===== config.mk =====
export PLATFORM = sky130hd
export DESIGN_NAME = io_port_pin_function_controller_flat
export DESIGN_NICKNAME = d
export VERILOG_FILES = /design/src/hw/rtl/iopfc_pkg.sv /design/src/hw/rtl/iopfc_if.sv /design/src/hw/rtl/io_port_pin_function_controller.sv /design/src/flat_wrapper.sv
export SDC_FILE = /design/constraint.sdc
export NUM_CORES = 1
export LEC_CHECK = 0
export BUFFER_PORTS_ARGS = -buffer_cell sky130_fd_sc_hd__buf_2
export CAP_MARGIN = 0
export CELL_PAD_IN_SITES_DETAIL_PLACEMENT = 1
export CELL_PAD_IN_SITES_GLOBAL_PLACEMENT = 1
export CORE_MARGIN = 8
export CORE_UTILIZATION = 45
export DETAILED_ROUTE_END_ITERATION = 10
export PLACE_DENSITY_LB_ADDON = 0.1
export SLEW_MARGIN = 20
export SYNTH_ARGS = -nofsm -noshare
export SYNTH_HDL_FRONTEND = slang
export SYNTH_SLANG_ARGS = --single-unit

===== constraint.sdc =====
create_clock -name clk -period 5.4 [get_ports clk]
set_clock_uncertainty 0.15 [all_clocks]
set_input_delay 0.27 -clock clk [delete_from_list [all_inputs] [get_ports clk]]
set_output_delay 0.27 -clock clk [all_outputs]
set_load 0.1 [all_outputs]

===== src/hw/rtl/iopfc_pkg.sv =====
`timescale 1ns / 1ps
// ----------------------------------------------------------------------------
// I/O port pin function controller package
// Commands, register decode tables, masks and pin function codes.
// ----------------------------------------------------------------------------
package iopfc_pkg;

  localparam int NumPorts = 6;
  localparam int NumRegs  = 19;

  typedef enum logic [2:0] {
    CMD_RD_WORD  = 3'd0,
    CMD_WR_WORD  = 3'd1,
    CMD_RD_BYTE  = 3'd2,
    CMD_WR_BYTE  = 3'd3,
    CMD_SET_PINS = 3'd4,
    CMD_QUERY    = 3'd5
  } cmd_t;

  typedef enum logic [2:0] {
    KIND_DR  = 3'd0,
    KIND_DIR = 3'd1,
    KIND_CR1 = 3'd2,
    KIND_CR2 = 3'd3,
    KIND_PF  = 3'd4,
    KIND_NONE = 3'd5
  } kind_t;

  localparam logic CFG_SMALL_DEVICE = 1'b0;
  localparam logic CFG_OP_MODE      = 1'b1;

  localparam logic [1:0] MODE_EXT_ROM = 2'd2;
  localparam logic [1:0] MODE_SINGLE  = 2'd3;

  localparam logic [5:0] FN_NONE   = 6'd0;
  localparam logic [5:0] FN_GPIO   = 6'd1;
  localparam logic [5:0] FN_RSV    = 6'd2;
  localparam logic [5:0] FN_CK     = 6'd3;
  localparam logic [5:0] FN_RD     = 6'd4;
  localparam logic [5:0] FN_WRH    = 6'd5;
  localparam logic [5:0] FN_WRL    = 6'd6;
  localparam logic [5:0] FN_CS0    = 6'd7;
  localparam logic [5:0] FN_CS1    = 6'd8;
  localparam logic [5:0] FN_CS2    = 6'd9;
  localparam logic [5:0] FN_CS3    = 6'd10;
  localparam logic [5:0] FN_ADDR   = 6'd11;
  localparam logic [5:0] FN_DATA   = 6'd12;
  localparam logic [5:0] FN_RDWR   = 6'd13;
  localparam logic [5:0] FN_RAS    = 6'd14;
  localparam logic [5:0] FN_CASH   = 6'd15;
  localparam logic [5:0] FN_CASL   = 6'd16;
  localparam logic [5:0] FN_WAIT   = 6'd17;
  localparam logic [5:0] FN_AH     = 6'd18;
  localparam logic [5:0] FN_DREQ0  = 6'd19;
  localparam logic [5:0] FN_DREQ1  = 6'd20;
  localparam logic [5:0] FN_DACK0  = 6'd21;
  localparam logic [5:0] FN_DACK1  = 6'd22;
  localparam logic [5:0] FN_DRAK0  = 6'd23;
  localparam logic [5:0] FN_DRAK1  = 6'd24;
  localparam logic [5:0] FN_TCLKA  = 6'd25;
  localparam logic [5:0] FN_TCLKB  = 6'd26;
  localparam logic [5:0] FN_TCLKC  = 6'd27;
  localparam logic [5:0] FN_TCLKD  = 6'd28;
  localparam logic [5:0] FN_IRQ0   = 6'd29;
  localparam logic [5:0] FN_IRQ1   = 6'd30;
  localparam logic [5:0] FN_IRQ2   = 6'd31;
  localparam logic [5:0] FN_IRQ3   = 6'd32;
  localparam logic [5:0] FN_IRQ6   = 6'd35;
  localparam logic [5:0] FN_IRQ7   = 6'd36;
  localparam logic [5:0] FN_SCK0   = 6'd37;
  localparam logic [5:0] FN_SCK1   = 6'd38;
  localparam logic [5:0] FN_TXD0   = 6'd39;
  localparam logic [5:0] FN_TXD1   = 6'd40;
  localparam logic [5:0] FN_RXD0   = 6'd41;
  localparam logic [5:0] FN_RXD1   = 6'd42;
  localparam logic [5:0] FN_TIOC0A = 6'd43;
  localparam logic [5:0] FN_TIOC0B = 6'd44;
  localparam logic [5:0] FN_TIOC0C = 6'd45;
  localparam logic [5:0] FN_TIOC0D = 6'd46;
  localparam logic [5:0] FN_TIOC1A = 6'd47;
  localparam logic [5:0] FN_TIOC1B = 6'd48;
  localparam logic [5:0] FN_TIOC2A = 6'd49;
  localparam logic [5:0] FN_TIOC2B = 6'd50;

  localparam logic [15:0] CR1_RESET_A = 16'h4000;

  function automatic logic [2:0] reg_port(input logic [4:0] r);
    case (r)
      5'd0, 5'd1, 5'd2, 5'd3:                return 3'd0;
      5'd4, 5'd6, 5'd8, 5'd9:                return 3'd1;
      5'd5, 5'd7, 5'd10:                     return 3'd2;
      5'd11, 5'd12, 5'd13:                   return 3'd3;
      5'd14, 5'd16, 5'd17, 5'd18:            return 3'd4;
      default:                               return 3'd5;
    endcase
  endfunction

  function automatic kind_t reg_kind(input logic [4:0] r);
    case (r)
      5'd0, 5'd4, 5'd5, 5'd11, 5'd14: return KIND_DR;
      5'd1, 5'd6, 5'd7, 5'd12, 5'd16: return KIND_DIR;
      5'd2, 5'd8, 5'd17:              return KIND_CR1;
      5'd3, 5'd9, 5'd10, 5'd13, 5'd18: return KIND_CR2;
      5'd15:                          return KIND_PF;
      default:                        return KIND_NONE;
    endcase
  endfunction

  function automatic logic [15:0] present_mask(input logic [2:0] p, input logic s);
    case (p)
      3'd0:       return s ? 16'h83FF : 16'hFFFF;
      3'd1:       return s ? 16'h03FC : 16'h03FF;
      3'd2, 3'd3: return s ? 16'h0000 : 16'hFFFF;
      3'd4:       return 16'hFFFF;
      default:    return 16'h00FF;
    endcase
  endfunction

  function automatic logic [15:0] ctl1_wr_mask(input logic [2:0] p, input logic s);
    case (p)
      3'd0:    return s ? 16'h400F : 16'h555F;
      3'd1:    return 16'h000F;
      3'd4:    return 16'hF000;
      default: return 16'h0000;
    endcase
  endfunction

  function automatic logic [15:0] ctl2_wr_mask(input logic [2:0] p, input logic s);
    case (p)
      3'd0:       return 16'hFD75;
      3'd1:       return s ? 16'hFFF0 : 16'hFFF5;
      3'd2, 3'd3: return 16'hFFFF;
      3'd4:       return 16'h55FF;
      default:    return 16'h0000;
    endcase
  endfunction

  function automatic logic [5:0] sel2(input logic [1:0] v, input logic [5:0] f1,
                                      input logic [5:0] f2, input logic [5:0] f3);
    case (v)
      2'd1:    return f1;
      2'd2:    return f2;
      2'd3:    return f3;
      default: return FN_GPIO;
    endcase
  endfunction

  function automatic logic [5:0] sel1(input logic v, input logic [5:0] f);
    return v ? f : FN_GPIO;
  endfunction

  function automatic logic [5:0] decode_pin(input logic [2:0] p, input logic [3:0] pin,
                                            input logic [15:0] c1, input logic [15:0] c2);
    logic [5:0] f;
    f = FN_GPIO;
    case (p)
      3'd0: begin
        case (pin)
          4'd15: f = sel1(c1[14], FN_CK);
          4'd14: f = sel1(c1[12], FN_RD);
          4'd13: f = sel1(c1[10], FN_WRH);
          4'd12: f = sel1(c1[8], FN_WRL);
          4'd11: f = sel1(c1[6], FN_CS1);
          4'd10: f = sel1(c1[4], FN_CS0);
          4'd9:  f = sel2(c1[3:2], FN_TCLKD, FN_IRQ3, FN_RSV);
          4'd8:  f = sel2(c1[1:0], FN_TCLKC, FN_IRQ2, FN_RSV);
          4'd7:  f = sel2(c2[15:14], FN_TCLKB, FN_CS3, FN_RSV);
          4'd6:  f = sel2(c2[13:12], FN_TCLKA, FN_CS2, FN_RSV);
          4'd5:  f = sel2(c2[11:10], FN_SCK1, FN_DREQ1, FN_IRQ1);
          4'd4:  f = sel1(c2[8], FN_TXD1);
          4'd3:  f = sel1(c2[6], FN_RXD1);
          4'd2:  f = sel2(c2[5:4], FN_SCK0, FN_DREQ0, FN_IRQ0);
          4'd1:  f = sel1(c2[2], FN_TXD0);
          default: f = sel1(c2[0], FN_RXD0);
        endcase
      end
      3'd1: begin
        case (pin)
          4'd9: f = sel2(c1[3:2], FN_IRQ7, FN_ADDR, FN_RSV);
          4'd8: f = sel2(c1[1:0], FN_IRQ6, FN_ADDR, FN_WAIT);
          4'd7: f = sel2(c2[15:14], FN_RSV, FN_ADDR, FN_RSV);
          4'd6: f = sel2(c2[13:12], FN_RSV, FN_ADDR, FN_RSV);
          4'd5: f = sel2(c2[11:10], FN_IRQ3, FN_RSV, FN_RDWR);
          4'd4: f = sel2(c2[9:8], FN_IRQ2, FN_RSV, FN_CASH);
          4'd3: f = sel2(c2[7:6], FN_IRQ1, FN_RSV, FN_CASL);
          4'd2: f = sel2(c2[5:4], FN_IRQ0, FN_RSV, FN_RAS);
          4'd1: f = sel1(c2[2], FN_ADDR);
          default: f = sel1(c2[0], FN_ADDR);
        endcase
      end
      3'd2: f = sel1(c2[pin], FN_ADDR);
      3'd3: f = sel1(c2[pin], FN_DATA);
      3'd4: begin
        case (pin)
          4'd15: f = sel2(c1[15:14], FN_RSV, FN_DACK1, FN_RSV);
          4'd14: f = sel2(c1[13:12], FN_RSV, FN_DACK0, FN_AH);
          4'd7:  f = sel1(c2[14], FN_TIOC2B);
          4'd6:  f = sel1(c2[12], FN_TIOC2A);
          4'd5:  f = sel1(c2[10], FN_TIOC1B);
          4'd4:  f = sel1(c2[8], FN_TIOC1A);
          4'd3:  f = sel2(c2[7:6], FN_TIOC0D, FN_DRAK1, FN_RSV);
          4'd2:  f = sel2(c2[5:4], FN_TIOC0C, FN_DREQ1, FN_RSV);
          4'd1:  f = sel2(c2[3:2], FN_TIOC0B, FN_DRAK0, FN_RSV);
          4'd0:  f = sel2(c2[1:0], FN_TIOC0A, FN_DREQ0, FN_RSV);
          default: f = FN_GPIO;
        endcase
      end
      default: f = FN_GPIO;
    endcase
    return f;
  endfunction

  function automatic logic [5:0] pin_function(input logic [2:0] p, input logic [3:0] pin,
                                              input logic s, input logic [1:0] mode,
                                              input logic [15:0] c1, input logic [15:0] c2);
    logic [15:0] pm;
    logic [5:0]  f;
    pm = present_mask(p, s);
    f = decode_pin(p, pin, c1, c2);
    if (!pm[pin]) begin
      f = FN_NONE;
    end else if (mode < MODE_EXT_ROM && p == 3'd0 && pin >= 4'd10 && pin <= 4'd14) begin
      case (pin)
        4'd14:   f = FN_RD;
        4'd13:   f = FN_WRH;
        4'd12:   f = FN_WRL;
        4'd11:   f = FN_CS1;
        default: f = FN_CS0;
      endcase
    end else if (mode < MODE_EXT_ROM && p == 3'd1 && pin <= 4'd1) begin
      f = FN_ADDR;
    end else if (mode < MODE_EXT_ROM && p == 3'd2) begin
      f = FN_ADDR;
    end else if (mode < MODE_EXT_ROM && p == 3'd3) begin
      f = FN_DATA;
    end else if (mode == MODE_SINGLE && f >= FN_RD && f <= FN_DRAK1) begin
      f = FN_GPIO;
    end
    return f;
  endfunction

endpackage


===== src/hw/rtl/iopfc_if.sv =====
`timescale 1ns / 1ps
// ----------------------------------------------------------------------------
// I/O port pin function controller channels
// Valid/ready channel interfaces for commands, results and configuration.
// ----------------------------------------------------------------------------
interface iopfc_cmd_if;
  logic        valid;
  logic        ready;
  logic [2:0]  command;
  logic [4:0]  reg_index;
  logic        byte_lane;
  logic [15:0] write_data;
  logic [2:0]  port_sel;
  logic [3:0]  pin_index;
  modport source (output valid, command, reg_index, byte_lane, write_data, port_sel,
                  pin_index, input ready);
  modport sink (input valid, command, reg_index, byte_lane, write_data, port_sel,
                pin_index, output ready);
endinterface

interface iopfc_rsp_if;
  logic        valid;
  logic        ready;
  logic [15:0] read_data;
  logic [5:0]  function_code;
  logic [15:0] port_levels;
  modport source (output valid, read_data, function_code, port_levels, input ready);
  modport sink (input valid, read_data, function_code, port_levels, output ready);
endinterface

interface iopfc_cfg_if;
  logic       valid;
  logic       ready;
  logic       index;
  logic [1:0] data;
  modport source (output valid, index, data, input ready);
  modport sink (input valid, index, data, output ready);
endinterface


===== src/hw/rtl/io_port_pin_function_controller.sv =====
`timescale 1ns / 1ps
// ----------------------------------------------------------------------------
// I/O port pin function controller
// Six port register file with masked word/byte access and pin function query.
// ----------------------------------------------------------------------------
//   Channel | Dir | Contents
//   cmd     | in  | command, reg_index, byte_lane, write_data, port_sel, pin_index
//   rsp     | out | read_data, function_code, port_levels
//   cfg     | in  | index (0 small_device, 1 op_mode), data
// One item is taken per cycle; its result appears in the output register on
// the next cycle. The register file updates in the same cycle the item is taken.
// A stalled result holds its register; a new item is taken only when the output
// register is empty or being drained. Sync reset clears all ports but port 0 CR1.
module io_port_pin_function_controller (
  input logic clk,
  input logic rst,
  iopfc_cmd_if.sink   cmd,
  iopfc_rsp_if.source rsp,
  iopfc_cfg_if.sink   cfg
);
  import iopfc_pkg::*;

  logic        small_device;
  logic [1:0]  op_mode;
  logic [15:0] data_latch [NumPorts];
  logic [15:0] direction [NumPorts];
  logic [15:0] control_one [NumPorts];
  logic [15:0] control_two [NumPorts];
  logic [15:0] external_pins [NumPorts];
  logic        out_valid;
  logic [15:0] read_data;
  logic [5:0]  function_code;
  logic [15:0] port_levels;

  logic        take;
  logic [2:0]  rp;
  kind_t       rk;
  logic        r_ok;
  logic [15:0] rword;
  logic [15:0] wval;
  logic [15:0] cur;
  logic [15:0] pm;
  logic [15:0] rd_next;
  logic [5:0]  fn_next;
  logic [15:0] lv_next;
  logic [2:0]  qp;
  logic        q_ok;
  logic [15:0] gp;
  logic [15:0] outb;

  assign cmd.ready = !out_valid || rsp.ready;
  assign take = cmd.valid && cmd.ready;
  assign cfg.ready = 1'b1;
  assign rsp.valid = out_valid;
  assign rsp.read_data = read_data;
  assign rsp.function_code = function_code;
  assign rsp.port_levels = port_levels;

  always_comb begin
    rp = reg_port(cmd.reg_index);
    rk = reg_kind(cmd.reg_index);
    pm = present_mask(rp, small_device);
    r_ok = (rk != KIND_NONE) && !((rp == 3'd2 || rp == 3'd3) && small_device);
    case (rk)
      KIND_DR:  rword = ((data_latch[rp] & direction[rp]) |
                         (external_pins[rp] & ~direction[rp])) & pm;
      KIND_DIR: rword = direction[rp];
      KIND_CR1: rword = control_one[rp];
      KIND_CR2: rword = control_two[rp];
      default:  rword = external_pins[rp] & pm;
    endcase
    if (!r_ok) rword = 16'hFFFF;
    case (rk)
      KIND_DR:  cur = data_latch[rp];
      KIND_DIR: cur = direction[rp];
      KIND_CR1: cur = control_one[rp];
      default:  cur = control_two[rp];
    endcase
    if (cmd.command == CMD_WR_BYTE) begin
      wval = cmd.byte_lane ? {cur[15:8], cmd.write_data[7:0]} :
                             {cmd.write_data[7:0], cur[7:0]};
    end else begin
      wval = cmd.write_data;
    end
    case (rk)
      KIND_CR1: wval = wval & ctl1_wr_mask(rp, small_device);
      KIND_CR2: wval = wval & ctl2_wr_mask(rp, small_device);
      default:  wval = wval & pm;
    endcase

    qp = (cmd.port_sel < 3'd6) ? cmd.port_sel : 3'd5;
    q_ok = cmd.port_sel < 3'd6;
    for (int i = 0; i < 16; i++) begin
      gp[i] = pin_function(qp, 4'(i), small_device, op_mode, control_one[qp],
                           control_two[qp]) == FN_GPIO;
    end
    outb = direction[qp] & gp;

    rd_next = '0;
    fn_next = FN_NONE;
    lv_next = '0;
    case (cmd.command)
      CMD_RD_WORD: rd_next = rword;
      CMD_RD_BYTE: rd_next = cmd.byte_lane ? {8'h00, rword[7:0]} : {8'h00, rword[15:8]};
      CMD_QUERY: begin
        if (q_ok) begin
          fn_next = pin_function(qp, cmd.pin_index, small_device, op_mode,
                                 control_one[qp], control_two[qp]);
          lv_next = ((data_latch[qp] & outb) | (external_pins[qp] & ~outb)) &
                    present_mask(qp, small_device);
        end
      end
      default: rd_next = '0;
    endcase
  end

  always_ff @(posedge clk) begin
    if (rst) begin
      small_device <= 1'b0;
      op_mode <= MODE_EXT_ROM;
      out_valid <= 1'b0;
      for (int i = 0; i < NumPorts; i++) begin
        data_latch[i] <= '0;
        direction[i] <= '0;
        control_one[i] <= '0;
        control_two[i] <= '0;
        external_pins[i] <= '0;
      end
      control_one[0] <= CR1_RESET_A;
    end else begin
      if (cfg.valid) begin
        if (cfg.index == CFG_SMALL_DEVICE) small_device <= cfg.data[0];
        else op_mode <= cfg.data;
      end
      if (take) begin
        out_valid <= 1'b1;
        read_data <= rd_next;
        function_code <= fn_next;
        port_levels <= lv_next;
        if ((cmd.command == CMD_WR_WORD || cmd.command == CMD_WR_BYTE) && r_ok) begin
          case (rk)
            KIND_DR:  data_latch[rp] <= wval;
            KIND_DIR: direction[rp] <= wval;
            KIND_CR1: control_one[rp] <= wval;
            KIND_CR2: control_two[rp] <= wval;
            default:  ;
          endcase
        end
        if (cmd.command == CMD_SET_PINS && q_ok) external_pins[qp] <= cmd.write_data;
      end else if (rsp.ready) begin
        out_valid <= 1'b0;
      end
    end
  end

  a_hold: assert property (@(posedge clk) disable iff (rst)
    out_valid && !rsp.ready |=> out_valid && $stable(read_data))
    else $error("result lost under stall");
  a_fn_query: assert property (@(posedge clk) disable iff (rst)
    take && cmd.command != CMD_QUERY |=> function_code == FN_NONE && port_levels == 16'h0)
    else $error("query fields set for non-query item");
  a_portf_ro: assert property (@(posedge clk) disable iff (rst)
    take && cmd.command != CMD_SET_PINS |=> $stable(external_pins[5]))
    else $error("port F pins changed without set pins");
endmodule

===== src/flat_wrapper.sv =====
// flat-port wrapper written by rule: the top's interface ports become plain ports
module io_port_pin_function_controller_flat import iopfc_pkg::*;
  (clk, rst, cmd_valid, cmd_command, cmd_reg_index, cmd_byte_lane, cmd_write_data, cmd_port_sel, cmd_pin_index, cmd_ready, rsp_valid, rsp_read_data, rsp_function_code, rsp_port_levels, rsp_ready, cfg_valid, cfg_index, cfg_data, cfg_ready);
  iopfc_cmd_if cmd_i ();
  iopfc_rsp_if rsp_i ();
  iopfc_cfg_if cfg_i ();
  input logic clk;
  input logic rst;
  input wire logic [$bits(cmd_i.valid)-1:0] cmd_valid;
  input wire logic [$bits(cmd_i.command)-1:0] cmd_command;
  input wire logic [$bits(cmd_i.reg_index)-1:0] cmd_reg_index;
  input wire logic [$bits(cmd_i.byte_lane)-1:0] cmd_byte_lane;
  input wire logic [$bits(cmd_i.write_data)-1:0] cmd_write_data;
  input wire logic [$bits(cmd_i.port_sel)-1:0] cmd_port_sel;
  input wire logic [$bits(cmd_i.pin_index)-1:0] cmd_pin_index;
  output wire logic [$bits(cmd_i.ready)-1:0] cmd_ready;
  output wire logic [$bits(rsp_i.valid)-1:0] rsp_valid;
  output wire logic [$bits(rsp_i.read_data)-1:0] rsp_read_data;
  output wire logic [$bits(rsp_i.function_code)-1:0] rsp_function_code;
  output wire logic [$bits(rsp_i.port_levels)-1:0] rsp_port_levels;
  input wire logic [$bits(rsp_i.ready)-1:0] rsp_ready;
  input wire logic [$bits(cfg_i.valid)-1:0] cfg_valid;
  input wire logic [$bits(cfg_i.index)-1:0] cfg_index;
  input wire logic [$bits(cfg_i.data)-1:0] cfg_data;
  output wire logic [$bits(cfg_i.ready)-1:0] cfg_ready;
  assign cmd_i.valid = cmd_valid;
  assign cmd_i.command = cmd_command;
  assign cmd_i.reg_index = cmd_reg_index;
  assign cmd_i.byte_lane = cmd_byte_lane;
  assign cmd_i.write_data = cmd_write_data;
  assign cmd_i.port_sel = cmd_port_sel;
  assign cmd_i.pin_index = cmd_pin_index;
  assign cmd_ready = cmd_i.ready;
  assign rsp_valid = rsp_i.valid;
  assign rsp_read_data = rsp_i.read_data;
  assign rsp_function_code = rsp_i.function_code;
  assign rsp_port_levels = rsp_i.port_levels;
  assign rsp_i.ready = rsp_ready;
  assign cfg_i.valid = cfg_valid;
  assign cfg_i.index = cfg_index;
  assign cfg_i.data = cfg_data;
  assign cfg_ready = cfg_i.ready;
  io_port_pin_function_controller u_core (.clk(clk), .rst(rst), .cmd(cmd_i), .rsp(rsp_i), .cfg(cfg_i));
endmodule

### Yosys cells after proc, flatten, opt, wreduce, memory -nomap -nowiden

Memory sizes are Yosys's and may differ from the RTL's.
Index checks and enable logic that the tools add are counted.

| word-level totals | value |
|---|---|
| register bits | 42 |
| bits in writable memories | 480 |
| ROM bits | 192 |
| bits of input ports | 40 |
| output and inout bits | 41 |
| word-level logic and storage cells | 466 |
| memories kept | 7 |

Memories:

| name | depth | bits a word | read ports | clocked after memory_dff | wr ports | line | RTL |
|---|---|---|---|---|---|---|---|
| (name not given) | 32 | 3 | 1 | 0 | 0 | iopfc_pkg.sv:88 | `case (r)` |
| (name not given) | 32 | 3 | 1 | 0 | 0 | iopfc_pkg.sv:99 | `case (r)` |
| u_core.control_one | 6 | 16 | 2 | 0 | 6 | io_port_pin_function_controller.sv:27 | `logic [15:0] control_one [NumPorts];` |
| u_core.control_two | 6 | 16 | 2 | 0 | 6 | io_port_pin_function_controller.sv:28 | `logic [15:0] control_two [NumPorts];` |
| u_core.data_latch | 6 | 16 | 2 | 0 | 6 | io_port_pin_function_controller.sv:25 | `logic [15:0] data_latch [NumPorts];` |
| u_core.direction | 6 | 16 | 2 | 0 | 6 | io_port_pin_function_controller.sv:26 | `logic [15:0] direction [NumPorts];` |
| 1 more memories | -- | -- | -- | -- | -- | -- |  |

| cells by class | value |
|---|---|
| magnitude comparators | 40 |
| equality and inequality tests | 85 |
| muxes and demuxes | 237 |
| bitwise operators | 18 |
| reductions and logical operators | 73 |

Operators with widths:

| operator | number |
|---|---|
| $mux W6 | 86 |
| $pmux W6 S5 | 10 |
| $pmux W16 S4 | 4 |
| $mux W16 | 14 |
| $pmux W6 S3 | 10 |
| $and A16 B16 Y16 | 11 |
| $pmux W6 S4 | 7 |
| $mux W4 | 35 |
| $pmux W5 S3 | 7 |
| $ge A6 B3 Y1 const B | 17 |
| $le A6 B5 Y1 const B | 17 |
| $eq A6 B1 Y1 const B | 16 |
| $pmux W16 S3 | 2 |
| $pmux W6 S15 | 1 |
| $reduce_or A16 Y1 | 5 |
| $pmux W16 S2 | 2 |
| $pmux W6 S10 | 1 |
| $pmux W6 S9 | 1 |
| $eq A2 B2 Y1 const B | 25 |
| $logic_and A1 B1 Y1 | 46 |
| $mux W1 | 35 |
| $mux W3 | 11 |
| $eq A4 B4 Y1 const B | 8 |
| $not A16 Y16 | 2 |
| 33 further kinds | 80 |

### Logic depth before layout (Yosys ltp)

Gate-level depths: netlist of the first run.
An unclocked memory read counts as a cell.

| depth | value |
|---|---|
| word-level depth | 20 |
| mapped depth | 21 |

### Least setup slack after synthesis of the first run

OpenSTA, ideal clock, no wires.

| timing path | value |
|---|---|
| path type | input -> register |
| start point | input port cmd_port_sel[2] |
| end point | register u_core.function_code[1] (netlist: u_core.rsp.function_code[1]), data pin |
| data arrival time | 4.316 ns |
| data required time | 5.092 ns |
| setup slack | 0.775 ns |
| stages | 20 |
| path buffers | 8 |
| cells stage by stage | clkbuf_1 > buf_2 > buf_4 > buf_2 > buf_2 > buf_2 > clkbuf_1 > clkbuf_1 > a211oi_1 > or2_2 > ha_1 > nor2b_1 > a32oi_1 > o22ai_1 > a31o_2 > o41ai_1 > o211ai_1 > or2_0 > o21a_1 > a211oi_2 |

| between the ends | value |
|---|---|
| cells in the longest elaborated chain, start to end | 18 |
| elaborated cells between the ends (all ways) | 117 |

RTL lines:

| item | line | RTL |
|---|---|---|
| start: declaration | flat_wrapper.sv:14 | `input wire logic [$bits(cmd_i.port_sel)-1:0] cmd_port_sel;` |
| $lt A3 B3 Y1 | io_port_pin_function_controller.sv:91, io_port_pin_function_controller.sv:92 |  |
| $mux W3 | io_port_pin_function_controller.sv:91 | `qp = (cmd.port_sel < 3'd6) ? cmd.port_sel : 3'd5;` |
| $mem_v2 Z6 W16, on equally long branches | -- |  |
| $eq A2 B1 Y1 / $eq A2 B2 Y1 (equally long branches) | iopfc_pkg.sv:140 | `case (v)` |
| $reduce_or A2 Y1 (no source line) | -- |  |
| $pmux W5 S2 / $pmux W4 S2 (equally long branches) | iopfc_pkg.sv:140 |  |
| $pmux W6 S10 / $pmux W6 S9 (equally long branches) | iopfc_pkg.sv:194, iopfc_pkg.sv:178 |  |
| $pmux W6 S5 | iopfc_pkg.sv:156 | `case (p)` |
| $mux W6 | io_port_pin_function_controller.sv:106 | `if (q_ok) begin` |
| $mux W6 | io_port_pin_function_controller.sv:102 | `case (cmd.command)` |
| $ge A6 B3 Y1 | iopfc_pkg.sv:236 | `end else if (mode == MODE_SINGLE && f >= FN_RD && f <= FN_DRAK1) begin` |
| $logic_and A1 B1 Y1 (2 in series) | iopfc_pkg.sv:236 |  |
| $mux W6 | iopfc_pkg.sv:236 |  |
| $mux W6 | iopfc_pkg.sv:234 | `end else if (mode < MODE_EXT_ROM && p == 3'd3) begin` |
| $mux W6 | iopfc_pkg.sv:232 | `end else if (mode < MODE_EXT_ROM && p == 3'd2) begin` |
| $mux W6 | iopfc_pkg.sv:230 | `end else if (mode < MODE_EXT_ROM && p == 3'd1 && pin <= 4'd1) begin` |
| $mux W6 | iopfc_pkg.sv:222 | `end else if (mode < MODE_EXT_ROM && p == 3'd0 && pin >= 4'd10 && pin <= 4'd14) begin` |
| end signal: assignment | io_port_pin_function_controller.sv:138 | `function_code <= fn_next;` |
| end: declaration | io_port_pin_function_controller.sv:32 | `logic [5:0] function_code;` |

Several ways; a longest one is shown, not always the timed one. The select of a mux whose other input is x is not followed.
A chain may end at the register's enable or synchronous reset.

### Worst setup path after layout of the first run

| timing path | value |
|---|---|
| start point | input port cmd_reg_index[2] |
| end point | register u_core.read_data[7] (netlist: u_core.rsp.read_data[7]), data pin |

| between the ends | value |
|---|---|
| cells in the longest elaborated chain, start to end | 10 |
| elaborated cells between the ends (all ways) | 33 |

RTL lines:

| item | line | RTL |
|---|---|---|
| start: declaration | flat_wrapper.sv:11 | `input wire logic [$bits(cmd_i.reg_index)-1:0] cmd_reg_index;` |
| $mem_v2 Z32 W3 | -- |  |
| $mem_v2 Z6 W16 | -- |  |
| $not A16 Y16 | io_port_pin_function_controller.sv:66 | `(external_pins[rp] & ~direction[rp])) & pm;` |
| $and A16 B16 Y16 | io_port_pin_function_controller.sv:66 |  |
| $or A16 B16 Y16 | io_port_pin_function_controller.sv:65 | `KIND_DR: rword = ((data_latch[rp] & direction[rp]) \|` |
| $and A16 B16 Y16 | io_port_pin_function_controller.sv:66 |  |
| $pmux W16 S4 | io_port_pin_function_controller.sv:64 | `case (rk)` |
| $mux W16 * | io_port_pin_function_controller.sv:72 | `if (!r_ok) rword = 16'hFFFF;` |
| $mux W8 | io_port_pin_function_controller.sv:104 | `CMD_RD_BYTE: rd_next = cmd.byte_lane ? {8'h00, rword[7:0]} : {8'h00, rword[15:8]};` |
| $pmux W16 S2 * | io_port_pin_function_controller.sv:102 |  |
| via u_core.rd_next[7] | io_port_pin_function_controller.sv:43 | `logic [15:0] rd_next;` |
| end signal: assignment | io_port_pin_function_controller.sv:137 | `read_data <= rd_next;` |
| end: declaration | io_port_pin_function_controller.sv:31 | `logic [15:0] read_data;` |

The timed path passes the listed nets; every way through them passes the cells marked *.

==> flow_summary.ini, run 1 <==
[drt]
drtIter0Drc = 4008
via_per_inst = 6.62
via_count = 32100
remaining_drc_errors = 0
ant_nets = 0
post_drt_wl_per_cell_um = 35.6
routed_wl_um = 173000
firstDrtPassIters = 5

[layout]
layout_common_cells = edfxtp_1 (662), nand2_1 (485), nor2_1 (460)
fin_nets = 3773
syn_to_final_growth_pct = 14.9
drive_above_1_share_pct = 13.9
final_common_cell = edfxtp_1
fin_area_um2 = 43400

[floorplan]
num_io_pins = 81
die_h_um = 306
start_util_pct = 45.3
rows = 106
die_x_um = 306
die-area_um2 = 93500
core_um2 = 83400

[sta]
setup-violations-final = 0
fmax_mhz = 217
hold_viol_final = 0
worst-slew-pin-transition_ps = 1210
fin_crit_ps = 4610
tns_ps = 0
setup_ws_ps = 793
drv_slew = 0
rsz0062_at_grt = false
min_period_over_period_pct = 85.3
maxSlewHeadroom_pct = 19.2

[yosys]
ys_seq_elements = 682
synth_warnings = 0
netlist_area_um2 = 37800
synth-main-ff-cell = edfxtp_1
synth_edf_count = 662
synthArstFlopShare_pct = 0
avgSynthCellArea_um2 = 10.9
yosysSeqAreaShare_pct = 53.7
synthCells = 3466
ys_types = 97

[placed_design]
hpwl_um = 123000
dpl_cell_area_um2 = 40600
post-place-ws_ps = 222
portBuffers = 79
routabilityCongestion = 1.01

[critical_path]
path_max_fanout = 22
critPathCaptureType = flop
cp.required_ps = 5600
critPathLaunchType = input pin
critPathKind = input pin to flop
cp.arrival_ps = 4810

[power]
ir_drop_v = 0.000277
p_per_area_nw_per_um2 = 324
p_leak_nw = 15.9
finalPower_mw = 14.1

[cts]
postCtsSetupRepairBufs = 0
cts_made_buffers = 79
path_clk_slew_ps = 60
insertion_delay_ps = 670
clock_path_buffers = 3
cts_sinks = 682
cts_root_buf = clkbuf_16
cts_max_level = 3
cts_tree = done

[grt]
grt_pass1_vias = 32200
grt_use_total_pct = 35.8
grt_pass1_wl_um = 242000
grt_start_max_net_pins = 48
grt.overflow.total = 0
antenna_found_initial = 9

[worst_hold_path]
holdCritPathClass = input pin to flop

[run_status]
outcome = finished clean

[flow_run]
maxCapViolCount = 0
## through the flow
step | utilization [%] | std cells | hold WS (ps)
finish | 52.0 | 4844 | 40.4
global placement | 48.6 | 4678 | 291
floorplan | - | 3587 | 249
CTS | 52.0 | 4839 | 4.82
global route | 52.0 | 4839 | 44.5
detailed placement | 48.6 | 4678 | 295
## cells in the mapped netlist, drive strengths merged (36+ instances only)
cell type	number	area (um^2)
a31oi	49	307
ha	37	463
nand2	487	1830
edfxtp	662	19900
a21oi	117	616
nand2b	37	231
mux2i	357	3570
nor2	465	1750
a211oi	36	285
and3	46	288
nor2b	46	288
clkbuf	141	529
nor3	66	335
nand3	94	470
o21ai	120	604
inv	57	214
buf	131	793
o22ai	60	375
mux4	61	1370
a311oi	46	415
## registers in the layout, indices dropped and copies added, names as in the netlist
signal	cells
u_core.rsp.valid	1
u_core.external_pins	128
u_core.op_mode	2
u_core.control_two	128
u_core.small_device	1
u_core.control_one	128
u_core.direction	128
u_core.data_latch	128
u_core.rsp.read_data	16
u_core.rsp.port_levels	16
u_core.rsp.function_code	6
## report_power, final
group / leakage [nW] / internal [mW] / switching (mW)
Clock: 1.27 / 3.23 / 2.29
Combinational: 7.95 / 0.715 / 1.76
Sequential: 6.68 / 5.97 / 0.107
## layout make-up
class,count,area [um^2]
inverters,57,214
repair buffers,300,2310
multi-input cells,2576,16600
flip-flops and latches,682,20300
well taps,1080,1350
clock buffers,102,2120
fillers,8892,40000
clock inverters,42,537
diodes,5,12.5
## worst paths after layout
kind                                                from                          end  slack, ps  cells after the start
worst min-delay path                  cmd_write_data[12]  u_core.external_pins[4][12]         40                      3
worst max-delay path                    cmd_reg_index[2]      u_core.rsp.read_data[7]        790                     15
worst max register to register  u_core.control_two[3][5]  u_core.rsp.function_code[3]       1100                     13
worst min register to register  u_core.control_one[0][5]     u_core.control_one[0][5]        310                      1
## logic make-up (layout without fill, tap and decap cells)
group | count (synthesis) | count (layout) | share of synthesized area (%)
compound gates | 643 | 643 | 11.7
xor+xnor | 1 | 1 | 0.0232
fa+ha+maj | 37 | 37 | 1.22
buf+inv | 329 | 501 | 4.07
flops | 682 | 682 | 53.7
mux | 442 | 442 | 13.8
other cells | 2 | 128 | 0.0199
simple gates | 1330 | 1330 | 15.5
## routing by layer
metal / vias to the layer above / share of wire, % / wire (um) / global-route usage [%]
met5: - / 0.031 / 54 / 0
met4: 8 / 6.7 / 11600 / 20.4
met3: 427 / 9.7 / 16700 / 6.82
met2: 1855 / 44 / 76300 / 54.7
met1: 16500 / 39 / 67900 / 47.6
li1: 13200 / - / - / -
## critical path, stage by stage
cell	delay [ps]
buf_2	210
inv_1	110
ha_1	320
nand2b_1	230
a21oi_4	700
buf_12	310
buf_4	260
mux2i_1	110
mux4_2	500
nor2_1	380
a21oi_1	150
o21ai_0	240
nor4b_1	690
buf_4	230
a211oi_1	70
## repair_timing
| action | CTS | global route |
|---|---|---|
| hold buffers | 17 | 0 |
| endpoints found under the hold margin | 39 | 0 |
| resized for setup | 0 | 0 |
No activity file was read; power rests on OpenSTA's default activity.
==> run 2, diff against run 1 <==
--- a/config.mk
+++ b/config.mk
@@ -5,6 +5,7 @@
 export SDC_FILE = /design/constraint.sdc
 export NUM_CORES = 1
 export LEC_CHECK = 0
+export ABC_AREA = 1
 export BUFFER_PORTS_ARGS = -buffer_cell sky130_fd_sc_hd__buf_2
 export CAP_MARGIN = 0
 export CELL_PAD_IN_SITES_DETAIL_PLACEMENT = 1
@@ -12,7 +13,7 @@
 export CORE_MARGIN = 8
 export CORE_UTILIZATION = 45
 export DETAILED_ROUTE_END_ITERATION = 10
-export PLACE_DENSITY_LB_ADDON = 0.1
+export PLACE_DENSITY = 0.72
 export SLEW_MARGIN = 20
 export SYNTH_ARGS = -nofsm -noshare
 export SYNTH_HDL_FRONTEND = slang
==> run 2 against run 1 <==
  * Count of clock-buffer cells in the layout down 12
  * Sequential power about the same
  * Highest routed layer unchanged
  * Global-route usage grew 2.6 points
  * Combinational power is 4% higher
==> flow_summary.ini, run 2 <==
[sta]
maxSlewHeadroom_pct = 15.0
holdWs_ps = 71.5
hold_viol_final = 0
rsz0062_at_grt = false
drv_slew = 0
worst-slew-pin-transition_ps = 1260
tns_ps = 0
min_period_over_period_pct = 75.1
setup-violations-final = 0
fin_crit_ps = 4050
fmax_mhz = 247

[grt]
grt_use_total_pct = 38.4
grt_pass1_vias = 35000
antenna_found_initial = 8
grt.overflow.total = 0
grt_pass1_wl_um = 254000
grt_start_max_net_pins = 124

[cts]
cts_sinks = 682
postCtsSetupRepairBufs = 0
holdBufCountCts = 16
post_cts_resized = 0
cts_max_level = 3
path_clk_slew_ps = 60
cts_root_buf = clkbuf_16
insertion_delay_ps = 670
cts_tree = done
cts_made_buffers = 77
clock_path_buffers = 3

[critical_path]
crit_top_cell = nand2_1
cp.arrival_ps = 4420
reg2reg_from = u_core.control_two[0][6]
cp.required_ps = 5760
worstSetupStartpoint = u_core.control_two[0][6]
cp.depth = 14
r2r_slack_ps = 1350
worstPathCellList = o21ai_0, nand2_1, nand2_1, nand2_1, ha_1, nand2_1, nand2_1, a21oi_1, nand3_1, a21oi_1, nand2_1, o211ai_1, nand2_1, nor2_1
critPathCapture = u_core.rsp.port_levels[3]
critPathLaunchType = flop
critPathCaptureType = flop
r2r-end = u_core.rsp.port_levels[3]
crit_family = simple AND/OR/NAND/NOR gates
critPathKind = flop to flop
slowest_stage = edfxtp_1
path_max_fanout = 10
critPathMaxStageDelay_ps = 410
r2r.worst_path.cells = 14
crit_buf_inv = 0

[yosys]
synthCells = 4269
synth-xor-area-share_pct = 0
synth-compound-area-share_pct = 16.0
synthSimpleGateAreaFrac_pct = 21.4
synth_edf_count = 662
muxShareOfSynthArea_pct = 0.216
synth_warnings = 0
yosysSeqAreaShare_pct = 54.6
yosysTopAreaCellShare_pct = 53.5
avgSynthCellArea_um2 = 8.70
yosys-top-cells-area = edfxtp_1 (54%), nand2_1 (9.2%), nor2_1 (6.6%), o21ai_0 (5.1%), nand3_1 (3.5%)
yosys.area.top_type = edfxtp_1
synthAdderAreaFrac_pct = 1.25
ys_seq_elements = 682
netlist_area_um2 = 37100
synth_top_cells_by_count = nand2_1 (910), edfxtp_1 (662), nor2_1 (648)
synth_most_common_cell = nand2_1
synth_top_family_by_area = simple AND/OR/NAND/NOR gates
ys_types = 60
synthArstFlopShare_pct = 0
synth-main-ff-cell = edfxtp_1

[layout]
fin_area_um2 = 42200
drive_above_1_share_pct = 9.13
final_common_cell = nand2_1
layout_common_cells = nand2_1 (907), edfxtp_1 (662), nor2_1 (644)
fin_nets = 4517
n_fill_cell = 9580
fin_util_pct = 51.5
syn_to_final_growth_pct = 13.6

[drt]
via_per_inst = 6.43
firstDrtPassIters = 6
via_count = 35900
post_drt_wl_per_cell_um = 32.2
routed_wl_um = 180000
drtIter0Drc = 4572
ant_nets = 0
remaining_drc_errors = 0

[floorplan]
start_util_pct = 45.4
num_io_pins = 81
rows = 105
die_h_um = 303
die-area_um2 = 91900
core_um2 = 81800
die_x_um = 303

[power]
power.share.clock_pct = 37.5
p_per_area_nw_per_um2 = 328
p_leak_nw = 16.6
swShare_pct = 32.2
ir_drop_v = 0.000254
power.switching_mw = 4.45
p_int_mw = 9.36
finalPower_mw = 13.8
comb_power_share_pct = 18.7
p_seq_share_pct = 43.8

[flow_run]
maxCapViolCount = 0

[run_status]
outcome = finished clean

[placed_design]
dpl_cell_area_um2 = 39500
portBuffers = 79
hpwl_um = 123000
routabilityCongestion = 1.05

[worst_hold_path]
holdCritPathClass = input pin to flop
## run 2: cell count changes after synthesis, sizes merged, moves of 46 or more
| cell | previous run | this run |
|---|---|---|
| nand2 | 487 | 916 |
| mux2i | 357 | 8 |
| o21ai | 120 | 400 |
| inv | 57 | 319 |
| nor2 | 465 | 655 |
| nand3 | 94 | 261 |
| a21oi | 117 | 252 |
| o221ai | 17 | 122 |
| mux4 | 61 | 0 |
| a311oi | 46 | 0 |
| and3 | 46 | 0 |
| nor2b | 46 | 0 |
## run 2: kinds of logic after synthesis
family | count (synthesis)
mux | 8
flops | 682
simple gates | 1953
compound gates | 989
buf+inv | 598
other cells | 2
fa+ha+maj | 37
## run 2: worst min path at each step
stage                                          from                    endpoint  slack [ps]  depth (start not counted)
after floorplan                                 rst            u_core.rsp.valid         190                          1
after global placement    u_core.control_one[0][11]   u_core.control_one[0][11]         290                          2
after detailed placement   u_core.control_one[0][7]    u_core.control_one[0][7]         310                          2
after CTS                         cmd_write_data[0]  u_core.external_pins[1][0]           2                          3
after global routing              cmd_write_data[0]  u_core.external_pins[1][0]          70                          3
final                             cmd_write_data[0]  u_core.external_pins[1][0]          70                          3
## run 2: layout make-up
type,count,area (um^2),share of cell area (%)
clock buffers,90,1980,4.69
repair buffers,247,1860,4.41
diodes,5,12.5,0.0297
clock inverters,52,483,1.15
flip-flops and latches,682,20300,48.1
inverters,322,1220,2.89
multi-input cells,3110,15000,35.6
well taps,1070,1340,3.18
## run 2: through the flow
stage | std cells | setup slack, ps
after floorplan | 4390 | 35.2
after global placement | 5415 | 952
after detailed placement | 5415 | 906
after CTS | 5573 | 1590
after global routing | 5573 | 1090
final | 5578 | 1350
## run 2: power by group through the flow
stage,clock network [mW],logic (mW),registers (mW)
after floorplan,0,1.26,6.21
after global placement,0,2.43,6.15
after detailed placement,0,2.45,6.16
after CTS,5.19,2.48,6.05
after global routing,5.37,2.66,6.06
final,5.18,2.58,6.05
## run 2: metal layers
| layer | share of wire [%] | wire, um | up-vias | GRT usage [%] |
|---|---|---|---|---|
| met5 | 0.0072 | 13 | - | 0 |
| met4 | 6.0 | 10700 | 2 | 19.1 |
| met3 | 12 | 21900 | 481 | 9.53 |
| met2 | 43 | 77700 | 2290 | 57.8 |
| met1 | 39 | 69500 | 17900 | 51.5 |
| li1 | - | - | 15100 | - |
## run 2: worst register-to-register path: stages, from the launching register on
cell	delay, ps
edfxtp_1	410
o21ai_0	280
nand2_1	160
nand2_1	120
nand2_1	320
ha_1	370
nand2_1	150
nand2_1	330
a21oi_1	270
nand3_1	340
a21oi_1	360
nand2_1	250
o211ai_1	190
nand2_1	90
nor2_1	120
